==> src/sv/rmc_pkg.sv <==
// ----------------------------------------------------------------------------
// rmc_pkg
// Shared types and constants for the rotor mixer column core.
// ----------------------------------------------------------------------------
package rmc_pkg;

    localparam int NUM_COORDS  = 6;
    localparam int CORDIC_N    = 24;
    localparam int IN_TDATA_W  = 280;
    localparam int OUT_TDATA_W = 40;
    localparam int OUT_TUSER_W = 4;

    typedef logic [5:0] t_coord_en;

    typedef struct packed {
        logic        [3:0]  motor_index;
        logic        [31:0] kv;
        logic        [31:0] supply_voltage;
        logic        [15:0] full_scale;
        logic signed [15:0] tilt_angle;
        logic signed [15:0] azimuth_angle;
        logic signed [31:0] thrust_coef;
        logic signed [31:0] drag_coef;
        logic               spin_positive;
        logic signed [31:0] pos_x;
        logic signed [31:0] pos_y;
        logic signed [31:0] pos_z;
    } t_item;

    typedef struct packed {
        logic        [3:0]  column;
        logic        [2:0]  row;
        logic        [2:0]  coordinate;
        logic signed [31:0] coefficient;
        logic               saturated;
        logic               last;
    } t_result;

    // arctan(2^-i) in Q2.30
    localparam logic [29:0] C_ATAN [CORDIC_N] = '{
        30'd843314857, 30'd497837829, 30'd263043837, 30'd133525159,
        30'd67021687,  30'd33543516,  30'd16775851,  30'd8388437,
        30'd4194283,   30'd2097149,   30'd1048576,   30'd524288,
        30'd262144,    30'd131072,    30'd65536,     30'd32768,
        30'd16384,     30'd8192,      30'd4096,      30'd2048,
        30'd1024,      30'd512,       30'd256,       30'd128
    };

    localparam logic signed [33:0] C_PI_Q30      = 34'sd3373259426;
    localparam logic signed [33:0] C_HALF_PI_Q30 = 34'sd1686629713;
    localparam logic signed [33:0] C_GAIN_Q30    = 34'sd652032874;

endpackage

==> src/sv/rmc_front.sv <==
// ----------------------------------------------------------------------------
// rmc_front
// Accepts motor items, drops those that yield no rows, queues the rest.
// ----------------------------------------------------------------------------
module rmc_front #(
    parameter int MAX_MOTORS = 16
) (
    input  logic                               i_clk,
    input  logic                               i_rst_n,
    input  rmc_pkg::t_coord_en                 i_coord_en,
    input  logic                               i_valid,
    input  logic [rmc_pkg::IN_TDATA_W-1:0]     i_data,
    output logic                               o_ready,
    output logic                               o_valid,
    output rmc_pkg::t_item                     o_item,
    input  logic                               i_pop
);
    import rmc_pkg::*;

    t_item      w_item;
    logic       w_keep;
    logic       w_push;
    t_item      r_mem [2];
    logic       r_wp;
    logic       r_rp;
    logic [1:0] r_cnt;

    always_comb begin
        w_item.motor_index    = i_data[3:0];
        w_item.kv             = i_data[35:4];
        w_item.supply_voltage = i_data[67:36];
        w_item.full_scale     = i_data[83:68];
        w_item.tilt_angle     = i_data[99:84];
        w_item.azimuth_angle  = i_data[115:100];
        w_item.thrust_coef    = i_data[147:116];
        w_item.drag_coef      = i_data[179:148];
        w_item.spin_positive  = i_data[180];
        w_item.pos_x          = i_data[212:181];
        w_item.pos_y          = i_data[244:213];
        w_item.pos_z          = i_data[276:245];
    end

    // column out of range or nothing enabled: no rows, drop the beat
    assign w_keep  = (32'(w_item.motor_index) < 32'(MAX_MOTORS)) && (i_coord_en != '0);
    assign o_ready = (r_cnt != 2'd2);
    assign w_push  = i_valid && o_ready && w_keep;
    assign o_valid = (r_cnt != 2'd0);
    assign o_item  = r_mem[r_rp];

    always_ff @(posedge i_clk) begin
        if (w_push) begin
            r_mem[r_wp] <= w_item;
        end
    end

    always_ff @(posedge i_clk) begin
        if (!i_rst_n) begin
            r_wp  <= 1'b0;
            r_rp  <= 1'b0;
            r_cnt <= 2'd0;
        end else begin
            if (w_push) begin
                r_wp <= ~r_wp;
            end
            if (i_pop && o_valid) begin
                r_rp <= ~r_rp;
            end
            r_cnt <= r_cnt + 2'(w_push) - 2'(i_pop && o_valid);
        end
    end

    a_cnt_bound: assert property (@(posedge i_clk) disable iff (!i_rst_n)
        r_cnt != 2'd3) else $error("queue count overflow");
    a_no_push_full: assert property (@(posedge i_clk) disable iff (!i_rst_n)
        r_cnt == 2'd2 |-> !w_push) else $error("push into full queue");

endmodule

==> config.mk <==
export PLATFORM = sky130hd
export DESIGN_NAME = rmc_front
export DESIGN_NICKNAME = d
export VERILOG_FILES = /design/src/sv/rmc_pkg.sv /design/src/sv/rmc_front.sv
export SDC_FILE = /design/constraint.sdc
export NUM_CORES = 1
export LEC_CHECK = 0
export BUFFER_PORTS_ARGS = -buffer_cell sky130_fd_sc_hd__buf_2
export CAP_MARGIN = 20
export CELL_PAD_IN_SITES_DETAIL_PLACEMENT = 1
export CELL_PAD_IN_SITES_GLOBAL_PLACEMENT = 2
export CORE_MARGIN = 4
export CORE_UTILIZATION = 34
export CTS_BUF_LIST = sky130_fd_sc_hd__clkbuf_8 sky130_fd_sc_hd__clkbuf_16
export CTS_CLUSTER_DIAMETER = 80
export DETAILED_ROUTE_END_ITERATION = 8
export GPL_TIMING_DRIVEN = 0
export PLACE_DENSITY_LB_ADDON = 0.05
export SLEW_MARGIN = 20
export SYNTH_ARGS = -nofsm -noshare
export SYNTH_HDL_FRONTEND = slang
export SYNTH_SLANG_ARGS = --single-unit
==> constraint.sdc <==
create_clock -name i_clk -period 14.46 [get_ports i_clk]
set_input_delay 0.723 -clock i_clk [delete_from_list [all_inputs] [get_ports i_clk]]
set_output_delay 0.723 -clock i_clk [all_outputs]
set_load 0.1 [all_outputs]
* Word level (Yosys, flattened, before mapping)
Memory sizes are Yosys's and may differ from the RTL's. A register that Yosys moved wholly into a read port is not among the register bits.
Index checks and enable logic that the tools add are counted.
** Storage, ports and cells
- Register bits after elaboration :: 4
- RAM bits :: 554
- Input bits :: 290
- Output and inout bits :: 279
- Word-level logic and storage cells :: 18
- Memories kept :: 1
** Memory list
- r_mem :: words 2, bits a word 277, rd ports 1, clocked after Yosys merged registers in 1, write ports 1, RTL line rmc_front.sv:23 : t_item r_mem [2];
** Cells by class
- $add $sub $neg :: 2
- Eq/ne operators :: 1
- Muxes and demuxes :: 4
- Bitwise gates (word level) :: 2
- Reductions and logical operators :: 5
** Operator list (number)
- $reduce_bool 6->1 :: 1
- $mux 1 :: 4
- $logic_and 1x1->1 :: 3
- $add 2x1->2 :: 1
- $ne 2x2->1 const B :: 1
- $not 1->1 :: 2
- $reduce_bool 2->1 :: 1
- $sub 2x1->2 :: 1

* Logic depth before layout (Yosys ltp)
Gate-level depths: netlist of the first run.
- Word-level depth :: 5
- Depth in mapped cells :: 7
- Depth with buffers taken out :: 7

* Least setup slack after synthesis of the first run
OpenSTA, ideal clock, no wires.
- Kind :: register to register
- Start :: register r_cnt[0]
- End :: memory r_mem[0][0] (netlist bit) (enable)
- Setup time :: 0.953 ns
- Arrival time :: 13.703 ns
- Setup slack :: -0.196 ns
- Cell stages (with the launch flop) :: 4
- Path buffers :: 0
- Period minus slack after synthesis :: 14.656 ns
- Path through :: dfxtp_1 nand2b_1 o311a_4 nor2b_1
** Between the ends
- Longest elaborated chain between the ends :: 5
** Ends and longest elaborated chain
- start, declared :: RTL line rmc_front.sv:26 : logic [1:0] r_cnt;
- start signal, assigned :: RTL line rmc_front.sv:68 : r_cnt <= r_cnt + 2'(w_push) - 2'(i_pop && o_valid);
- $ne 2x2->1 :: RTL line rmc_front.sv:45 : assign o_ready = (r_cnt != 2'd2);
- net o_ready :: RTL line rmc_front.sv:13 : output logic o_ready,
- $logic_and 1x1->1 (2 in series) :: RTL line rmc_front.sv:46 : assign w_push = i_valid && o_ready && w_keep;
- $mux 1 :: RTL line rmc_front.sv:51 : if (w_push) begin
- $mux 1 (implied by the code) :: RTL line rmc_front.sv:52 : r_mem[r_wp] <= w_item;
- end, declared :: RTL line rmc_front.sv:23
The timed path passes the listed nets, and every way through them passes these cells.

==> results.md, run 1 <==
* Final std cell area, no fill at 0.0266 mm²
* Clk_lat worst skew at 0.58 ns
* Critical Path Sink Type: output pin
* Max cap viols at 0
* Yosys warnings at 0
* Num CTS Buffers at 66
* Wire per inst at 23.0 µm
* Worst slew margin at 0.452
* Hold crit path type: in2reg
* Syn avg cell area at 22.7 µm²
* Yosys reg bits at 559
* Share of layout cells above drive strength 1 at 0.617
* Post-synthesis net count at 1,180
* Fin. Hold Viols at 0
* RSZ-0062 raised after global routing: false
* GRT Total Usage at 0.166
* Max clock buf depth at 3
* WL final at 54.7 mm
* Postcts setup bufs at 0
* Core region area at 0.0589 mm²
* Primary FF master, synth: edfxtp_1
* Post-synth EDFFs at 554
* Root Driver: clkbuf_16
* DIE HEIGHT at 252 µm
* Top-count cell post-synth: edfxtp_1
* Starting DRC count in detailed routing at 470
* Setup violators final at 0
* CTS sink cnt at 559
* Final cycle utilization of the critical path at 0.262
* FMAX at 264 MHz
* Synth top cells by count: edfxtp_1 (554), mux2_2 (277), buf_2 (18), buf_4 (10), dfxtp_1 (5)
* Vias/cell at 4.50
* Setup ws final at 10.67 ns
* Cells taking the most area after synthesis: edfxtp_1 (82%), mux2_2 (15%), dfxtp_1 (0.50%)
* Largest area contributor in the netlist: edfxtp_1
* Gr ovfl total at 0
* Largest net degree at the start of global routing at 46
* DR vias at 10,700
* Dpl hpwl at 40.4 mm
* Clk_skew at 0.0157 ns
* Post-Syn Instances at 888
* Top-area cell type share of the netlist area at 0.824
* IO Port Bufs at 565
* Crit Path Class: reg2out
* Area Overhead vs Synth at 31.8%
* # IOs at 569
* Depth of the most critical reg-to-reg path at 6
* Final slew viol count at 0
* CTS tree: yes
* Arr. time, crit path at 3.07 ns
* Post-Synthesis Cell Area at 0.0202 mm²
* FP Rows at 89
* Place WS at 11.08 ns
* DRC at 0
* Critical Path RT at 13.74 ns
* Placed inst area at 0.0245 mm²
* Vias in the first global route at 11,600
* Async set or reset register ratio after synthesis at 0
* Period minus WS final at 3.79 ns
* Antenna violations before repair at 26
* Worst slew pin tran at 0.822 ns
* Number of nets in the layout at 1,834
* Post-route ant nets at 0
* R2r startpoint: r_cnt[0]
* Die area at 0.0634 mm²
* First-pass GRT wire length at 76.6 mm
* H-Tree Depth at 3
* Hold-fix buffers, CTS at 0
* Post_cts resized at 0
* Initial DRT Pass Iterations at 5
* Status: complete, no violations
* CTS clk-pin slew, worst paths at 0.06 ns
* Final weighted congestion in routability-driven placement at 0.739
* Starting Density at 0.343
* Crit path capture: o_item[128]
* CP Max Fanout at 10
* R2R setup slack at 11.90 ns
* Setup TNS Final at 0 ns
* Crit start category: register
* Netlist cell types at 18
* RR Endpoint: r_mem[1][129]
* Die Wd at 252 µm
* Register area share after synthesis at 0.828
==> cells by family (layout without fill, tap and decap cells) <==
| family | Yosys count | after routing | share of synthesized area |
|---|---|---|---|
| other cells | 0 | 15 | 0 |
| mux | 278 | 278 | 0.155 |
| flops | 559 | 559 | 0.828 |
| fa+ha+maj | 2 | 2 | 0.00124 |
| compound gates | 2 | 2 | 0.00142 |
| simple gates | 11 | 11 | 0.00353 |
| xor+xnor | 3 | 3 | 0.00130 |
| buf+inv | 33 | 739 | 0.00911 |
==> how the worst min path moves through the flow <==
stage / from / endpoint / depth (start not counted)
2_1_floorplan: r_wp / r_wp / 2
3_3_place_gp: r_wp / r_wp / 2
3_5_place_dp: r_rp / register / 2
4_1_cts: i_data[168] / r_mem[0][117] / 1
5_1_grt: i_data[24] / r_mem[0][261] / 1
6_report: i_data[254] / r_mem[1][9] / 1
==> stage by stage <==
stage / util / hold WS (ns) / std cells
detailed placement: 0.416 / 0.528 / 2247
floorplan: - / 0.462 / 888
finish: 0.452 / 0.331 / 2382
global placement: 0.407 / 0.472 / 2226
global route: 0.451 / 0.297 / 2373
CTS: 0.451 / 0.282 / 2367
==> cells in the final DEF, fill, tap and decap left out, types with 2 or more instances in the layout <==
master,n
buf_4,10
buf_2,583
clkinv_1,19
ha_1,2
bufinv_16,3
edfxtp_1,554
xnor2_1,3
and2_1,2
buf_16,11
diode_2,15
buf_12,10
dfxtp_1,5
clkinv_2,9
nand2b_1,2
inv_1,16
clkbuf_1,3
clkbuf_16,71
mux2_2,277
nor2b_1,2
clkinvlp_4,2
==> layer usage <==
metal | vias to the layer above | track usage | part of all wire
met5 | - | 0 | 0.0025
met1 | 5348 | 0.177 | 0.36
met3 | 96 | 0.0764 | 0.099
met2 | 361 | 0.293 | 0.52
met4 | 22 | 0.0539 | 0.021
li1 | 4895 | - | -
==> final cells by class <==
cell class / count / area [µm²]
antenna: 15 / 37.5
buffer: 31 / 176
clock buffer: 72 / 1790
clock inverter: 48 / 283
fill: 5701 / 32300
inverter: 2 / 7.51
multi-input combinational: 296 / 3290
sequential: 559 / 16700
tap: 773 / 967
timing repair buffer: 586 / 3330
==> worst max-delay path, stage by stage (launching register included) <==
cell	delay (ns)
dfxtp_1	0.30
clkbuf_1	0.41
clkbuf_1	0.66
buf_2	0.43
mux2_2	0.38
buf_2	0.31
==> state kept, by name (all words and copies together) (netlist names), named ones only <==
| name | cells |
|---|---|
| r_rp | 1 |
| r_mem | 554 |
| r_wp | 1 |
| r_cnt | 2 |
Power of run 1 is left out: the tool's default activity adds up to more than one toggle a clock period on the data nets, which glitch-free logic cannot reach.
==> run 2: changes to the inputs <==
==> constraint.sdc (replaced) <==
create_clock -name i_clk -period 3.1 [get_ports i_clk]
set_input_delay 0.155 -clock i_clk [delete_from_list [all_inputs] [get_ports i_clk]]
set_output_delay 0.155 -clock i_clk [all_outputs]
set_load 0.1 [all_outputs]
==> run 2 against run 1 <==
Net effect:
- sequential cell count unchanged
- sequential share of layout area down 5.7 points
- cell area up 9.9%
- first-iteration DRC count down 6.4%
- worst hold slack worse by 0.20 ns
- count of clock-buffer cells in the layout down 11
- utilization up 4.5 points
- worst setup slack worse by 10 ns
- via count up 9.5%
- cell count up 11%
- clock skew down 0.0070 ns
==> results.md, run 2 (synthesis results as in run 1) <==
* Status: complete, no violations
* Sw Pwr at 15,200 µW
* Register share of total power at 0.310
* Clk_lat worst skew at 0.61 ns (+0.03 ns)
* Most frequent cells in the layout: buf_2 (584), edfxtp_1 (554), dlygate4sd3_1 (281)
* Dpl hpwl at 40.5 mm (+0.11%)
* DRC at 0 (unchanged)
* Pint at 16,500 µW
* Die Wd at 252 µm (unchanged)
* First-pass GRT wire length at 81.0 mm (+5.8%)
* Max cap viols at 0 (unchanged)
* Number of nets in the layout at 2,110 (+15%)
* Worst Min Path Start: i_valid
* Setup TNS Final at 0 ns (unchanged)
* Crit-path max cell delay at 0.42 ns (-0.24 ns)
* Setup violators final at 0 (unchanged)
* Largest net degree at the start of global routing at 45 (-2.2%)
* Area Overhead vs Synth at 44.9%
* Min-Delay Endpoint: r_cnt[0]
* Final cycle utilization of the critical path at 0.931
* Postcts setup bufs at 0 (unchanged)
* Commonest non-fill, non-tap cell in the layout: buf_2
* DR vias at 11,700 (+9.5%)
* Wire per inst at 21.1 µm (-8.1%)
* WL final at 55.9 mm (+2.1%)
* CP max stage cell: clkbuf_1
* Worst-path cell chain: clkbuf_1 -> clkbuf_4 -> buf_2 -> mux2_2 -> buf_2
* RR Endpoint: r_mem[0][61]
* Total placed cells including tap cells at 2,248 (+0.045%)
* CP Buf/Inv Count at 4 (unchanged)
* Critical Path RT at 2.94 ns (-10.80 ns)
* Gr ovfl total at 0 (unchanged)
* Depth of the most critical reg-to-reg path at 8 (+2)
* CP Max Fanout at 10 (unchanged)
* Initial DRT Pass Iterations at 5 (unchanged)
* Core region area at 0.0589 mm² (unchanged)
* Worst slew pin tran at 0.649 ns (-0.173 ns)
* Combinational Power Share at 0.477
* GRT Total Usage at 0.170 (+0.00451)
* Critical Path Sink Type: output pin
* FP Rows at 89 (unchanged)
* Arr. time, crit path at 2.73 ns (-0.34 ns)
* CTS sink cnt at 559 (unchanged)
* WHS at 0.132 ns (-0.199 ns)
* Placed inst area at 0.0246 mm² (+0.24%)
* R2r startpoint: r_cnt[0]
* Clk_skew at 0.00870 ns (-0.00699 ns)
* Crit start category: register
* Num CTS Buffers at 60 (-9.1%)
* RSZ-0062 raised after global routing: false
* # IOs at 569 (unchanged)
* Period minus WS final at 2.89 ns
* Share of layout cells above drive strength 1 at 0.522 (-0.0950)
* Top Family by Delay on Critical Path: buffers and inverters
* CTS tree: yes
* Root Driver: clkbuf_16
* Hold crit path type: in2reg
* H-Tree Depth at 2 (-1)
* Hold Path Cell Cnt at 4 (+3)
* DIE HEIGHT at 252 µm (unchanged)
* R2R setup slack at 0.46 ns (-11.44 ns)
* CTS clk-pin slew, worst paths at 0.06 ns (about the same)
* Starting Density at 0.343 (unchanged)
* Die area at 0.0634 mm² (unchanged)
* Biggest register: r_mem
* Max clock buf depth at 3 (unchanged)
* Top Registers: r_mem (554), r_cnt (2)
* Post-route ant nets at 0 (unchanged)
* IO Port Bufs at 565 (unchanged)
* Max reg flops at 554 (unchanged)
* Fin. Hold Viols at 0 (unchanged)
* Finished Layout Cells at 2,647 (+11%)
* Vias/cell at 4.43 (-1.5%)
* LEAKAGE at 0.0111 µW
* FMAX at 347 MHz
* Final slew viol count at 0 (unchanged)
* Antenna violations before repair at 8 (-69%)
* Clock network power share at 0.213
* Fin util at 0.497 (+0.0449)
* Maximum vdd drop at 730 µV
* Crit Path Class: reg2out
* Most common cell on crit path: buf_2
* Worst slew margin at 0.567 (+0.115)
* Final weighted congestion in routability-driven placement at 0.733 (-0.85%)
* Starting DRC count in detailed routing at 440 (-6.4%)
* Final std cell area, no fill at 0.0293 mm² (+9.9%)
* Crit path depth at 5 (unchanged)
* PwrDens at 1080 mW/mm²
* Sw frac at 0.479
* Vias in the first global route at 13,000 (+12%)
==> run 2: cell types whose count changed in the layout (fill, tap and decap cells not counted), sizes merged, moves of 8 or more <==
cell	previous run	this run
clkinv	28	18
inv	17	29
dlygate4sd3	0	281
diode	15	7
clkbuf	75	63
==> run 2: metal layers <==
layer | vias up | GRT usage | wire (µm)
met5 | - | 0 | 13
met4 | 2 | 0.0632 | 1920
met3 | 103 | 0.0549 | 4390
met2 | 361 | 0.304 | 29100
met1 | 5839 | 0.191 | 20400
li1 | 5431 | - | -
==> run 2: layout make-up <==
class / instances / area, µm²
multi-input cells: 296 / 3300
flip-flops and latches: 559 / 16700
clock inverters: 50 / 335
inverters: 2 / 7.51
repair buffers: 868 / 6190
diodes: 7 / 17.5
clock buffers: 61 / 1530
well taps: 773 / 967
fillers: 5658 / 29600
plain buffers: 31 / 181
==> run 2: worst max-delay path by stage <==
stage	slack, ns	to
final	0.21	o_item[87]
after global routing	0.03	o_item[194]
after CTS	0.004	o_item[194]
after detailed placement	0.34	o_item[194]
after global placement	-5.22	r_mem[0][62]
after floorplan	-2.39	r_mem[0][0]
==> run 2: worst min-delay path, stage by stage <==
cell and delay (ns):
buf_2 0.09, o311a_4 0.23, ha_1 0.12, and2_1 0.11
==> run 2: power groups by stage <==
stage          sequential (µW)  clock (µW)  combinational, µW
2_1_floorplan            10100           0              12100
3_3_place_gp             10200           0              14500
3_5_place_dp              9980           0              14900
4_1_cts                   9830        7010              15300
5_1_grt                   9900        7340              15600
6_report                  9820        6750              15100
==> run 2: per-stage QoR <==
step	worst slack [ns]	power [µW]
after floorplan	-2.39	22100
after global placement	-5.22	24700
after detailed placement	0.342	24900
after CTS	0.00422	32100
after global routing	0.0276	32800
final	0.214	31700
==> run 2: what timing repair did <==
action / CTS / global route
endpoints found under the setup margin: 200 / 3
hold endpoints to repair: 559 / 0
hold buffers: 281 / 0
resized for setup: 3 / 1
pin swaps: 0 / 0
Note: power is estimated with default switching activity, not from simulation.
